## src/rtl/pvh_pkg.sv

```systemverilog
`default_nettype none
// ----------------------------------------------------------------------------
// pvh_pkg
// Shared types, widths and constants of the three-axis PID velocity and
// heading controller.
// ----------------------------------------------------------------------------
package pvh_pkg;

	// Field widths of the stream items and registers.
	localparam int POS_W   = 31;
	localparam int ERR_W   = 32;
	localparam int DT_W    = 16;
	localparam int YAW_W   = 16;
	localparam int GAIN_W  = 16;
	localparam int VEL_W   = 32;
	localparam int HEAD_W  = 16;

	// Packing of the input and output items.
	localparam int DT_LSB  = 6 * POS_W;
	localparam int YAW_LSB = DT_LSB + DT_W;
	localparam int IN_W    = YAW_LSB + YAW_W;
	localparam int IN_BUS_W  = ((IN_W + 7) / 8) * 8;
	localparam int OUT_W   = 3 * VEL_W + HEAD_W;
	localparam int OUT_BUS_W = ((OUT_W + 7) / 8) * 8;

	// Datapath widths.
	localparam int MAG_W   = 64;
	localparam int ACC_W   = 64;
	localparam int DIVN_W  = 48;
	localparam int MULA_W  = 16;
	localparam int MULB_W  = 32;
	localparam int MULP_W  = MULA_W + MULB_W;
	localparam int CORD_W  = 36;
	localparam int ANG_W   = 24;
	localparam int HANG_W  = 26;
	localparam int TIME_FRAC = 16;
	localparam int GAIN_FRAC = 8;
	localparam int ATAN_LEN  = 24;

	// Default parameter values.
	localparam int INTEG_WIDTH_DEF  = 48;
	localparam int CORDIC_STEPS_DEF = 16;

	// Quarter turn in Q.20 radians.
	localparam logic signed [ANG_W-1:0] HALF_PI_Q20 = 24'sd1647099;

	// Register indexes of the configuration port.
	localparam logic [1:0] REG_GAIN_P = 2'd0;
	localparam logic [1:0] REG_GAIN_I = 2'd1;
	localparam logic [1:0] REG_GAIN_D = 2'd2;
	localparam logic [1:0] REG_GAIN_H = 2'd3;

	// Sequencer states.
	typedef enum logic [3:0] {
		ST_IDLE,
		ST_ERR,
		ST_INT_MUL,
		ST_INT_ADD,
		ST_DIV_GO,
		ST_DIV_WAIT,
		ST_TERM_LO,
		ST_TERM_HI,
		ST_TERM_SAT,
		ST_TERM_ACC,
		ST_VEL,
		ST_COR_PRE,
		ST_COR_IT,
		ST_HEAD_MUL,
		ST_HEAD_OUT,
		ST_HOLD
	} pvh_state_t;

	// Status of the serial divider.
	typedef struct packed {
		logic busy;
		logic done;
	} div_stat_t;

	// Arctangent of 2^-i in Q.20 radians.
	function automatic logic signed [ANG_W-1:0] atan_q20(input logic [4:0] idx);
		logic signed [ANG_W-1:0] v;
		unique case (idx)
			5'd0:  v = 24'sd823550;
			5'd1:  v = 24'sd486170;
			5'd2:  v = 24'sd256879;
			5'd3:  v = 24'sd130396;
			5'd4:  v = 24'sd65451;
			5'd5:  v = 24'sd32757;
			5'd6:  v = 24'sd16383;
			5'd7:  v = 24'sd8192;
			5'd8:  v = 24'sd4096;
			5'd9:  v = 24'sd2048;
			5'd10: v = 24'sd1024;
			5'd11: v = 24'sd512;
			5'd12: v = 24'sd256;
			5'd13: v = 24'sd128;
			5'd14: v = 24'sd64;
			5'd15: v = 24'sd32;
			5'd16: v = 24'sd16;
			5'd17: v = 24'sd8;
			5'd18: v = 24'sd4;
			5'd19: v = 24'sd2;
			5'd20: v = 24'sd1;
			default: v = '0;
		endcase
		return v;
	endfunction

endpackage
`default_nettype wire

```

## src/rtl/pvh_div.sv

```systemverilog
`default_nettype none
// ----------------------------------------------------------------------------
// pvh_div
// Restoring divider of an unsigned numerator by the time step, one quotient
// bit per cycle.
// ----------------------------------------------------------------------------
module pvh_div (
	input  wire logic                        clk,
	input  wire logic                        arst_n,
	input  wire logic                        start,
	input  wire logic [pvh_pkg::DIVN_W-1:0]  num,
	input  wire logic [pvh_pkg::DT_W-1:0]    den,
	output logic      [pvh_pkg::DIVN_W-1:0]  quot,
	output pvh_pkg::div_stat_t               stat
);
	import pvh_pkg::*;

	localparam int CNT_W = $clog2(DIVN_W);

	logic [DIVN_W-1:0] q_q;
	logic [DT_W-1:0]   rem_q;
	logic [DT_W-1:0]   den_q;
	logic [CNT_W-1:0]  cnt_q;
	logic              busy_q;
	logic              done_q;
	logic [DT_W:0]     trial;
	logic              ge;

	// One trial subtraction per cycle.
	always_comb begin
		trial = {rem_q, q_q[DIVN_W-1]};
		ge    = trial >= {1'b0, den_q};
	end

	// Control of the iteration.
	always_ff @(posedge clk or negedge arst_n) begin
		if (!arst_n) begin
			busy_q <= 1'b0;
			done_q <= 1'b0;
			cnt_q  <= '0;
		end else begin
			done_q <= 1'b0;
			if (start) begin
				busy_q <= 1'b1;
				cnt_q  <= CNT_W'(DIVN_W - 1);
			end else if (busy_q) begin
				if (cnt_q == '0) begin
					busy_q <= 1'b0;
					done_q <= 1'b1;
				end else begin
					cnt_q <= cnt_q - 1'b1;
				end
			end
		end
	end

	// Remainder and quotient shift register.
	always_ff @(posedge clk) begin
		if (start) begin
			q_q   <= num;
			rem_q <= '0;
			den_q <= den;
		end else if (busy_q) begin
			rem_q <= ge ? DT_W'(trial - {1'b0, den_q}) : DT_W'(trial);
			q_q   <= {q_q[DIVN_W-2:0], ge};
		end
	end

	assign quot = q_q;
	assign stat = '{busy: busy_q, done: done_q};

endmodule
`default_nettype wire

```

## src/rtl/three_axis_pid_velocity_heading.sv

```systemverilog
`default_nettype none
// ----------------------------------------------------------------------------
// three_axis_pid_velocity_heading
// Three-axis PID position-to-velocity controller with a CORDIC heading
// command, built around one shared 16x32 multiplier and a small sequencer.
// ----------------------------------------------------------------------------
// One item is processed at a time. Per axis the sequencer works through the
// error and integrator, the serial derivative division (skipped when the time
// step is zero), the three gain products through the shared multiplier and the
// velocity saturation; the heading then runs the CORDIC steps (skipped when
// both velocities are zero). The input is ready again in the cycle the result
// appears. The result sits in an output register, so the next item is taken
// while it waits. Gains are to be written on the cfg port while the block is
// idle; the block itself does not enforce this.
module three_axis_pid_velocity_heading #(
	parameter int INTEG_WIDTH  = pvh_pkg::INTEG_WIDTH_DEF,
	parameter int CORDIC_STEPS = pvh_pkg::CORDIC_STEPS_DEF
) (
	input  wire logic                          clk,
	input  wire logic                          arst_n,
	// want_x, want_y, want_z, meas_x, meas_y, meas_z, time_step, yaw_rate
	input  wire logic [pvh_pkg::IN_BUS_W-1:0]  s_axis_tdata,
	input  wire logic                          s_axis_tvalid,
	output logic                               s_axis_tready,
	// vel_x, vel_y, vel_z, heading_cmd
	output logic      [pvh_pkg::OUT_BUS_W-1:0] m_axis_tdata,
	output logic                               m_axis_tvalid,
	input  wire logic                          m_axis_tready,
	input  wire logic                          cfg_we,
	input  wire logic [1:0]                    cfg_index,
	input  wire logic [pvh_pkg::GAIN_W-1:0]    cfg_data
);
	import pvh_pkg::*;

	localparam int IW  = INTEG_WIDTH;
	localparam int CIW = (CORDIC_STEPS > 1) ? $clog2(CORDIC_STEPS) : 1;

	pvh_state_t state_q, next_st;

	logic [IN_W-1:0]                 in_q;
	logic signed [GAIN_W-1:0]        gain_p_q, gain_i_q, gain_d_q, gain_h_q;
	logic signed [IW-1:0]            integ_q [3];
	logic signed [ERR_W-1:0]         last_q [3];
	logic signed [VEL_W-1:0]         vel_q [3];
	logic [1:0]                      axis_q, term_q;
	logic signed [ERR_W-1:0]         e_q;
	logic [DIVN_W-1:0]               dnum_q, dmag_q;
	logic                            dneg_q;
	logic [MULP_W-1:0]               mul_q, lo_q;
	logic signed [ACC_W-1:0]         p_q, acc_q;
	logic signed [CORD_W-1:0]        cx_q, cy_q;
	logic signed [ANG_W-1:0]         cz_q;
	logic [CIW-1:0]                  step_q;
	logic signed [HEAD_W-1:0]        head_q;
	logic [OUT_W-1:0]                out_q;
	logic                            out_valid_q;

	logic [MULA_W-1:0]               mul_a;
	logic [MULB_W-1:0]               mul_b;
	logic                            div_start;
	logic [DIVN_W-1:0]               div_quot;
	div_stat_t                       div_st;

	logic signed [POS_W-1:0]         want_cur, meas_cur;
	logic signed [ERR_W-1:0]         e_cur;
	logic signed [ERR_W:0]           diff;
	logic [ERR_W:0]                  dabs;
	logic [DT_W-1:0]                 dt;
	logic signed [YAW_W-1:0]         yaw;
	logic [ERR_W-1:0]                e_mag;
	logic signed [GAIN_W-1:0]        g_cur;
	logic [GAIN_W-1:0]               g_mag;
	logic                            x_neg;
	logic [MAG_W-1:0]                x_mag;
	logic [IW-1:0]                   i_mag;
	logic signed [MULP_W:0]          int_prod;
	logic signed [MULP_W-TIME_FRAC:0] int_inc;
	logic signed [IW:0]              int_sum;
	logic signed [IW-1:0]            int_sat;
	logic [79:0]                     m80;
	logic signed [ACC_W-1:0]         p_sat;
	logic signed [ACC_W:0]           acc_sum;
	logic signed [ACC_W-1:0]         acc_sat;
	logic signed [ACC_W-GAIN_FRAC-1:0] acc_sh;
	logic signed [VEL_W-1:0]         vel_sat;
	logic signed [CORD_W-1:0]        vx, vy, dxs, dys;
	logic signed [ANG_W-1:0]         atan_i;
	logic signed [HANG_W-1:0]        ang;
	logic [HANG_W-1:0]               ang_mag;
	logic [GAIN_W-1:0]               gh_mag;
	logic signed [MULP_W:0]          h_prod;
	logic signed [MULP_W-15+1:0]     h_sh;
	logic signed [HEAD_W-1:0]        h_sat;
	logic                            out_free;

	// Serial divider for the derivative term.
	pvh_div u_div (
		.clk    (clk),
		.arst_n (arst_n),
		.start  (div_start),
		.num    (dnum_q),
		.den    (dt),
		.quot   (div_quot),
		.stat   (div_st)
	);

	// Field selection for the current axis.
	always_comb begin
		dt  = in_q[DT_LSB +: DT_W];
		yaw = in_q[YAW_LSB +: YAW_W];
		case (axis_q)
			2'd1: begin
				want_cur = in_q[POS_W +: POS_W];
				meas_cur = in_q[4*POS_W +: POS_W];
			end
			2'd2: begin
				want_cur = in_q[2*POS_W +: POS_W];
				meas_cur = in_q[5*POS_W +: POS_W];
			end
			default: begin
				want_cur = in_q[0 +: POS_W];
				meas_cur = in_q[3*POS_W +: POS_W];
			end
		endcase
		e_cur = ERR_W'(want_cur) - ERR_W'(meas_cur);
		diff  = (ERR_W+1)'(e_cur) - (ERR_W+1)'(last_q[axis_q]);
		dabs  = diff[ERR_W] ? -diff : diff;
		e_mag = e_q[ERR_W-1] ? -e_q : e_q;
	end

	// Integrator update with saturation at the integrator bounds.
	always_comb begin
		int_prod = e_q[ERR_W-1] ? -$signed({1'b0, mul_q}) : $signed({1'b0, mul_q});
		int_inc  = int_prod[MULP_W:TIME_FRAC];
		int_sum  = (IW+1)'(integ_q[axis_q]) + (IW+1)'(int_inc);
		if (int_sum[IW] != int_sum[IW-1])
			int_sat = int_sum[IW] ? {1'b1, {(IW-1){1'b0}}} : {1'b0, {(IW-1){1'b1}}};
		else
			int_sat = int_sum[IW-1:0];
	end

	// Gain and operand of the current PID term.
	always_comb begin
		i_mag = integ_q[axis_q][IW-1] ? -integ_q[axis_q] : integ_q[axis_q];
		case (term_q)
			2'd1: begin
				g_cur = gain_i_q;
				x_neg = integ_q[axis_q][IW-1];
				x_mag = MAG_W'(i_mag);
			end
			2'd2: begin
				g_cur = gain_d_q;
				x_neg = dneg_q;
				x_mag = MAG_W'(dmag_q);
			end
			default: begin
				g_cur = gain_p_q;
				x_neg = e_q[ERR_W-1];
				x_mag = MAG_W'(e_mag);
			end
		endcase
		g_mag = g_cur[GAIN_W-1] ? -g_cur : g_cur;
	end

	// Product assembly, saturating accumulation and velocity saturation.
	always_comb begin
		m80 = {mul_q, 32'b0} + 80'(lo_q);
		if (m80[79:63] != '0)
			p_sat = (g_cur[GAIN_W-1] ^ x_neg) ? {1'b1, {(ACC_W-1){1'b0}}}
				: {1'b0, {(ACC_W-1){1'b1}}};
		else
			p_sat = (g_cur[GAIN_W-1] ^ x_neg) ? -$signed(m80[63:0]) : $signed(m80[63:0]);
		acc_sum = (ACC_W+1)'(acc_q) + (ACC_W+1)'(p_q);
		if (acc_sum[ACC_W] != acc_sum[ACC_W-1])
			acc_sat = acc_sum[ACC_W] ? {1'b1, {(ACC_W-1){1'b0}}} : {1'b0, {(ACC_W-1){1'b1}}};
		else
			acc_sat = acc_sum[ACC_W-1:0];
		acc_sh = acc_q[ACC_W-1:GAIN_FRAC];
		if (acc_sh > (ACC_W-GAIN_FRAC)'(32'sh7fffffff))
			vel_sat = 32'sh7fffffff;
		else if (acc_sh < -(ACC_W-GAIN_FRAC)'(33'sh080000000))
			vel_sat = {1'b1, 31'b0};
		else
			vel_sat = acc_sh[VEL_W-1:0];
	end

	// CORDIC step and heading arithmetic.
	always_comb begin
		vx     = CORD_W'(vel_q[0]);
		vy     = CORD_W'(vel_q[1]);
		dxs    = cy_q >>> step_q;
		dys    = cx_q >>> step_q;
		atan_i = atan_q20(5'(step_q));
		ang    = HANG_W'(cz_q) - HANG_W'(HALF_PI_Q20) - (HANG_W'(yaw) <<< 7);
		ang_mag = ang[HANG_W-1] ? -ang : ang;
		gh_mag = gain_h_q[GAIN_W-1] ? -gain_h_q : gain_h_q;
		h_prod = (ang[HANG_W-1] ^ gain_h_q[GAIN_W-1]) ? -$signed({1'b0, mul_q})
			: $signed({1'b0, mul_q});
		h_sh   = (MULP_W-13)'((h_prod + (MULP_W+1)'(1 << 14)) >>> 15);
		if (h_sh > 35'sd32767)
			h_sat = 16'sh7fff;
		else if (h_sh < -35'sd32768)
			h_sat = 16'sh8000;
		else
			h_sat = h_sh[HEAD_W-1:0];
	end

	// Next-state logic of the sequencer.
	always_comb begin
		next_st = state_q;
		unique case (state_q)
			ST_IDLE:     if (s_axis_tvalid) next_st = ST_ERR;
			ST_ERR:      next_st = ST_INT_MUL;
			ST_INT_MUL:  next_st = ST_INT_ADD;
			ST_INT_ADD:  next_st = ST_DIV_GO;
			ST_DIV_GO:   next_st = (dt == '0) ? ST_TERM_LO : ST_DIV_WAIT;
			ST_DIV_WAIT: if (div_st.done) next_st = ST_TERM_LO;
			ST_TERM_LO:  next_st = ST_TERM_HI;
			ST_TERM_HI:  next_st = ST_TERM_SAT;
			ST_TERM_SAT: next_st = ST_TERM_ACC;
			ST_TERM_ACC: next_st = (term_q == 2'd2) ? ST_VEL : ST_TERM_LO;
			ST_VEL:      next_st = (axis_q == 2'd2) ? ST_COR_PRE : ST_ERR;
			ST_COR_PRE:  next_st = (vel_q[0] == '0 && vel_q[1] == '0) ? ST_HEAD_MUL
				: ST_COR_IT;
			ST_COR_IT:   if (step_q == CIW'(CORDIC_STEPS - 1)) next_st = ST_HEAD_MUL;
			ST_HEAD_MUL: next_st = ST_HEAD_OUT;
			ST_HEAD_OUT: next_st = ST_HOLD;
			ST_HOLD:     if (out_free) next_st = ST_IDLE;
			default:     next_st = ST_IDLE;
		endcase
	end

	// Multiplier operands and divider start for each state.
	always_comb begin
		mul_a     = '0;
		mul_b     = '0;
		div_start = 1'b0;
		unique case (state_q)
			ST_INT_MUL: begin
				mul_a = dt;
				mul_b = e_mag;
			end
			ST_TERM_LO: begin
				mul_a = g_mag;
				mul_b = x_mag[31:0];
			end
			ST_TERM_HI: begin
				mul_a = g_mag;
				mul_b = x_mag[63:32];
			end
			ST_HEAD_MUL: begin
				mul_a = gh_mag;
				mul_b = MULB_W'(ang_mag);
			end
			ST_DIV_GO:   div_start = (dt != '0);
			default: ;
		endcase
	end

	assign s_axis_tready = (state_q == ST_IDLE);
	assign out_free      = !out_valid_q || m_axis_tready;

	// Control registers: state, counters, gains, integrators, last errors and output handshake.
	always_ff @(posedge clk or negedge arst_n) begin
		if (!arst_n) begin
			state_q     <= ST_IDLE;
			axis_q      <= '0;
			term_q      <= '0;
			step_q      <= '0;
			out_valid_q <= 1'b0;
			gain_p_q    <= 16'sd256;
			gain_i_q    <= '0;
			gain_d_q    <= '0;
			gain_h_q    <= 16'sd256;
			for (int k = 0; k < 3; k++) begin
				integ_q[k] <= '0;
				last_q[k]  <= '0;
			end
		end else begin
			state_q <= next_st;
			if (cfg_we) begin
				unique case (cfg_index)
					REG_GAIN_P: gain_p_q <= cfg_data;
					REG_GAIN_I: gain_i_q <= cfg_data;
					REG_GAIN_D: gain_d_q <= cfg_data;
					REG_GAIN_H: gain_h_q <= cfg_data;
					default: ;
				endcase
			end
			case (state_q)
				ST_IDLE:     axis_q <= '0;
				ST_ERR: begin
					last_q[axis_q] <= e_cur;
					term_q         <= '0;
				end
				ST_INT_ADD:  if (dt != '0) integ_q[axis_q] <= int_sat;
				ST_TERM_ACC: term_q <= term_q + 1'b1;
				ST_VEL:      if (axis_q != 2'd2) axis_q <= axis_q + 1'b1;
				ST_COR_PRE:  step_q <= '0;
				ST_COR_IT:   step_q <= step_q + 1'b1;
				default: ;
			endcase
			if (state_q == ST_HOLD && out_free)
				out_valid_q <= 1'b1;
			else if (m_axis_tready)
				out_valid_q <= 1'b0;
		end
	end

	// Datapath registers.
	always_ff @(posedge clk) begin
		mul_q <= MULP_W'(mul_a) * MULP_W'(mul_b);
		if (s_axis_tvalid && s_axis_tready)
			in_q <= s_axis_tdata[IN_W-1:0];
		case (state_q)
			ST_ERR: begin
				e_q    <= e_cur;
				dneg_q <= diff[ERR_W];
				dnum_q <= {dabs[ERR_W-1:0], {TIME_FRAC{1'b0}}};
				acc_q  <= '0;
			end
			ST_DIV_GO:   if (dt == '0) dmag_q <= '0;
			ST_DIV_WAIT: if (div_st.done) dmag_q <= div_quot;
			ST_TERM_HI:  lo_q <= mul_q;
			ST_TERM_SAT: p_q <= p_sat;
			ST_TERM_ACC: acc_q <= acc_sat;
			ST_VEL:      vel_q[axis_q] <= vel_sat;
			ST_COR_PRE: begin
				if (vel_q[0] == '0 && vel_q[1] == '0) begin
					cz_q <= '0;
				end else if (vx < 0) begin
					if (vy >= 0) begin
						cx_q <= vy;
						cy_q <= -vx;
						cz_q <= HALF_PI_Q20;
					end else begin
						cx_q <= -vy;
						cy_q <= vx;
						cz_q <= -HALF_PI_Q20;
					end
				end else begin
					cx_q <= vx;
					cy_q <= vy;
					cz_q <= '0;
				end
			end
			ST_COR_IT: begin
				if (cy_q > 0) begin
					cx_q <= cx_q + dxs;
					cy_q <= cy_q - dys;
					cz_q <= cz_q + atan_i;
				end else begin
					cx_q <= cx_q - dxs;
					cy_q <= cy_q + dys;
					cz_q <= cz_q - atan_i;
				end
			end
			ST_HEAD_OUT: head_q <= h_sat;
			ST_HOLD: if (out_free) out_q <= {head_q, vel_q[2], vel_q[1], vel_q[0]};
			default: ;
		endcase
	end

	assign m_axis_tvalid = out_valid_q;
	assign m_axis_tdata  = OUT_BUS_W'(out_q);

`ifndef NO_ASSERTIONS
	// The divider only runs while an item is in progress.
	assert property (@(posedge clk) disable iff (!arst_n) s_axis_tready |-> !div_st.busy)
		else $error("divider busy while idle");
	// The axis counter never leaves the three axes.
	assert property (@(posedge clk) disable iff (!arst_n) axis_q != 2'd3)
		else $error("axis counter out of range");
	// An accepted item closes the input until its work is done.
	assert property (@(posedge clk) disable iff (!arst_n)
		s_axis_tvalid && s_axis_tready |=> !s_axis_tready)
		else $error("input taken twice in a row");
`endif

endmodule
`default_nettype wire
```

## config.mk

```make
export PLATFORM = sky130hd
export DESIGN_NAME = three_axis_pid_velocity_heading
export DESIGN_NICKNAME = d
export VERILOG_FILES = /design/src/rtl/pvh_pkg.sv /design/src/rtl/pvh_div.sv /design/src/rtl/three_axis_pid_velocity_heading.sv
export SDC_FILE = /design/constraint.sdc
export NUM_CORES = 2
export LEC_CHECK = 0
export ABC_AREA = 1
export BUFFER_PORTS_ARGS = -buffer_cell sky130_fd_sc_hd__buf_2
export CORE_AREA = 2 2 504 506
export DETAILED_ROUTE_END_ITERATION = 8
export DIE_AREA = 0 0 506 508
export GPL_ROUTABILITY_DRIVEN = 1
export HOLD_SLACK_MARGIN = 0.1
export PLACE_DENSITY = 0.59
export REMOVE_ABC_BUFFERS = 1
export SLEW_MARGIN = 20
export SYNTH_ARGS = -nofsm -noshare
export SYNTH_HDL_FRONTEND = slang
export SYNTH_SLANG_ARGS = --single-unit
```

## constraint.sdc

```tcl
create_clock -name clk -period 11.6 [get_ports clk]
set_input_delay 1.16 -clock clk [delete_from_list [all_inputs] [get_ports clk]]
set_output_delay 1.16 -clock clk [all_outputs]
set_load 0.02 [all_outputs]
```

==> metrics.txt <==
clock slew at reported path FFs=around 0.070 ns; fin nets=about 14,000; Routed WL=around 330 mm; row count=~190; DIE WIDTH=506 um; Post-synth EDFFs=891; DR iter-0 viols=7,646; outcome=completed; die area=257,000 um^2; Final Hold Viols=0; Final Cycle Share=between 90% and 100%; Yosys reg bits=1,280; critical path's slowest cell=inv_2; RSZ-0062 raised after global routing=no; RePlAce Congestion=between 0.9 and 1; CTS buffer count=150; worst skew pair latency=0.86 ns; CP most frequent cell=inv_1; first-pass GRT wire length=~500 mm; Tot Pwr=roughly 32,000 uW; Net Switching=between 15,000 and 20,000 uW; DP HPWL=254 mm; Mapped Area=between 100,000 and 150,000 um^2; crit path kind=register to register; Synth Flop Type=edfxtp_1; share of total power in sequential cells=between 20% and 30%; Avg WL per Cell=approximately 20 um; Syn-to-layout area delta=10.6%; DR vias=between 80,000 and 90,000; number of global-route vias before repair=~84,000; max_cap viols=0; Switching Share=approximately 52%; CTS tree=built; Int Power=around 15,000 uW; Yosys warnings=0; Worst EP required=approximately 12 ns; antenna violations before repair=15; via/cell ratio=~5.2; VDD IR-drop max=roughly 0.26 mV; worst-path maximum fanout=25; maximum clock rate=93.5 MHz; Setup Fix Bufs, Post-CTS=0; CP Data Arrival Time=around 11 ns; largest net degree at the start of global routing=between 150 and 200; post-CTS sizing=0; 1st-pass router iterations=9; Tightest Pin Transition=between 1 and 1.5 ns; Startpoint Class=register; Synth async-reset ratio=between 20% and 30%; Clock power frac=around 16%; Max stage delay on crit path=between 0.6 and 0.7 ns; core area=roughly 250,000 um^2; Max Slew Vio Count=0; leakage power=approximately 0.050 uW; r2r worst-path depth=40; GRT Util Overall=25.1%; cell count after synthesis=about 13,000; chip height=slightly above 500 um; CTS root buf=clkbuf_16; Final setup violation count=0; layout cells sized above 1=7.58%; hold buffer count at CTS=0; setup TNS=0 ns; Comb pwr share=61.8%; Setup crit end kind=register; power per cell area=~290 nW/um^2; initial core utilization=39.7%; # fillers=~26,000; Post-Route Skew=0.0865 ns; CTS max path bufs=3; post-synthesis sequential area ratio=roughly 36%; CTS Sinks=approximately 1,300; residual DRC count=0; Tmin final=approximately 11 ns; Overflow after GRT=0; Routed Antenna Nets=0; port buffer count=approximately 350; I/O Pins=~360; relative slew slack=between 10 and 15%; Hold Crit Class=input port to async pin; Synth cell types=87; syn avg cell area=7.87 um^2; htree depth=4
worst paths after layout:
check / start / to / slack, ns
worst max register to register: term_q[1] / mul_q[45] / 0.90
worst min register to register: head_q[13] / m_axis_tdata[109] / 0.41
worst min-delay path: arst_n / last_q[61] / 0.23
min in group clk: head_q[13] / m_axis_tdata[109] / 0.41
max in group asynchronous: arst_n / integ_q[37] / 9.16
worst max-delay path: term_q[1] / mul_q[45] / 0.90
kinds of logic after synthesis:
| group | count (synthesis) | synth area share, % |
|---|---|---|
| AND/OR/NAND/NOR | 5178 | 21.4 |
| AO/OA/AOI/OAI | 2407 | 13.4 |
| buffers and inverters | 2331 | 8.96 |
| flip-flops | 1280 | 36.1 |
| adder cells (fa/ha/maj) | 917 | 14.7 |
| XOR/XNOR | 555 | 4.86 |
| multiplexers | 59 | 0.590 |
power by group through the flow:
stage	Clock (uW)	Combinational [uW]	Sequential [uW]
global route	5230	21800	7210
floorplan	0	13400	7060
finish	4940	19500	7120
CTS	5060	19400	7120
global placement	0	19300	7180
detailed placement	0	19300	7200
area by class of cell:
cell class / count / area, um^2 / share of cell area (%)
antenna: 3 / 7.51 / 0.00678
timing repair buffer: 486 / 2810 / 2.54
clock buffer: 183 / 4040 / 3.65
inverter: 1893 / 7110 / 6.42
clock inverter: 96 / 1160 / 1.05
sequential: 1280 / 36200 / 32.7
multi-input combinational: 9116 / 55200 / 49.9
tap: 3366 / 4210 / 3.80
cells in the mapped netlist, types with 27 or more instances:
| library cell | n | area [um^2] |
|---|---|---|
| clkbuf_1 | 291 | 1090 |
| nor2_1 | 1152 | 4320 |
| nand2_1 | 3038 | 11400 |
| inv_2 | 27 | 101 |
| edfxtp_1 | 891 | 26800 |
| dfrtp_1 | 323 | 8080 |
| dfxtp_1 | 64 | 1280 |
| a22oi_1 | 41 | 308 |
| a21oi_1 | 791 | 3960 |
| nand3_1 | 445 | 2230 |
| xor2_1 | 361 | 3160 |
| nor3_1 | 151 | 756 |
| nand2_2 | 58 | 363 |
| o211ai_1 | 66 | 495 |
| mux2i_1 | 59 | 591 |
| o21a_1 | 65 | 488 |
| inv_1 | 1856 | 6970 |
| buf_1 | 48 | 180 |
| nor4_1 | 58 | 363 |
| nand4_1 | 108 | 676 |
| o221ai_1 | 40 | 350 |
| o21ai_1 | 48 | 240 |
| a31oi_1 | 101 | 632 |
| nor2_2 | 29 | 181 |
| o31ai_1 | 35 | 263 |
| ha_1 | 490 | 6130 |
| xnor2_1 | 193 | 1690 |
| o21ai_0 | 1041 | 5210 |
| fa_1 | 427 | 8550 |
| buf_2 | 77 | 385 |
| or2_2 | 38 | 238 |
placed cells by master, fill, tap and decap left out, types with 33 or more instances in the layout:
cell / netlist / final
fa_1: 427 / 427
o211ai_1: 66 / 66
o21ai_1: 48 / 48
nand3_1: 445 / 440
nor2_1: 1152 / 1131
o221ai_1: 40 / 40
a22oi_1: 41 / 41
buf_4: 12 / 129
xor2_1: 361 / 361
nor2_2: 29 / 33
dfxtp_1: 64 / 64
nand4_1: 108 / 108
dfrtp_1: 323 / 319
ha_1: 490 / 485
o31ai_1: 35 / 35
a21oi_1: 791 / 790
or2_2: 38 / 38
xnor2_1: 193 / 193
clkbuf_16: 0 / 154
nor4_1: 58 / 58
mux2i_1: 59 / 59
a31oi_1: 101 / 101
o21a_1: 65 / 64
edfxtp_1: 891 / 891
buf_2: 77 / 353
inv_1: 1856 / 1852
nand2_2: 58 / 59
o21ai_0: 1041 / 1040
nor3_1: 151 / 147
nand2_1: 3038 / 3036
worst max-delay path, delay by kind of cell, from the launching register on:
family	cells	cell delay, ns
AOI/OAI and AO/OA	9	1.93
xor gates and xnor gates	1	0.15
DFF	1	0.38
adders and majority gates	9	4.44
buffers and inverters	12	1.83
and+or+nand+nor	9	1.79
state kept, by name, indices dropped and copies added (netlist names), 64 cells and up:
name	cells
last_q	96
in_q	218
p_q	64
acc_q	64
m_axis_tdata	112
vel_q	96
integ_q	144
routing by layer:
metal  track usage, %  vias up  routed length [um]
met3             2.95      543               20700
met2             40.8     2857              148000
li1                 -    42100                   -
met4             9.25        6               13000
met5                0        -                  38
met1             34.5    40600              145000
stage by stage:
stage                     instances  util (%)  worst slack [ns]  cell area (um^2)  hold WS (ns)
final                         16400      43.9             0.903            111000         0.233
after global routing          16400      43.9             0.220            111000         0.248
after CTS                     16400      43.9             0.951            111000         0.205
after detailed placement      16100      41.8              1.01            105000         0.405
after global placement        16100      41.8              1.07            105000         0.401
after floorplan               12300         -             0.649             98200         0.400
(Power assumes the default switching activity.)
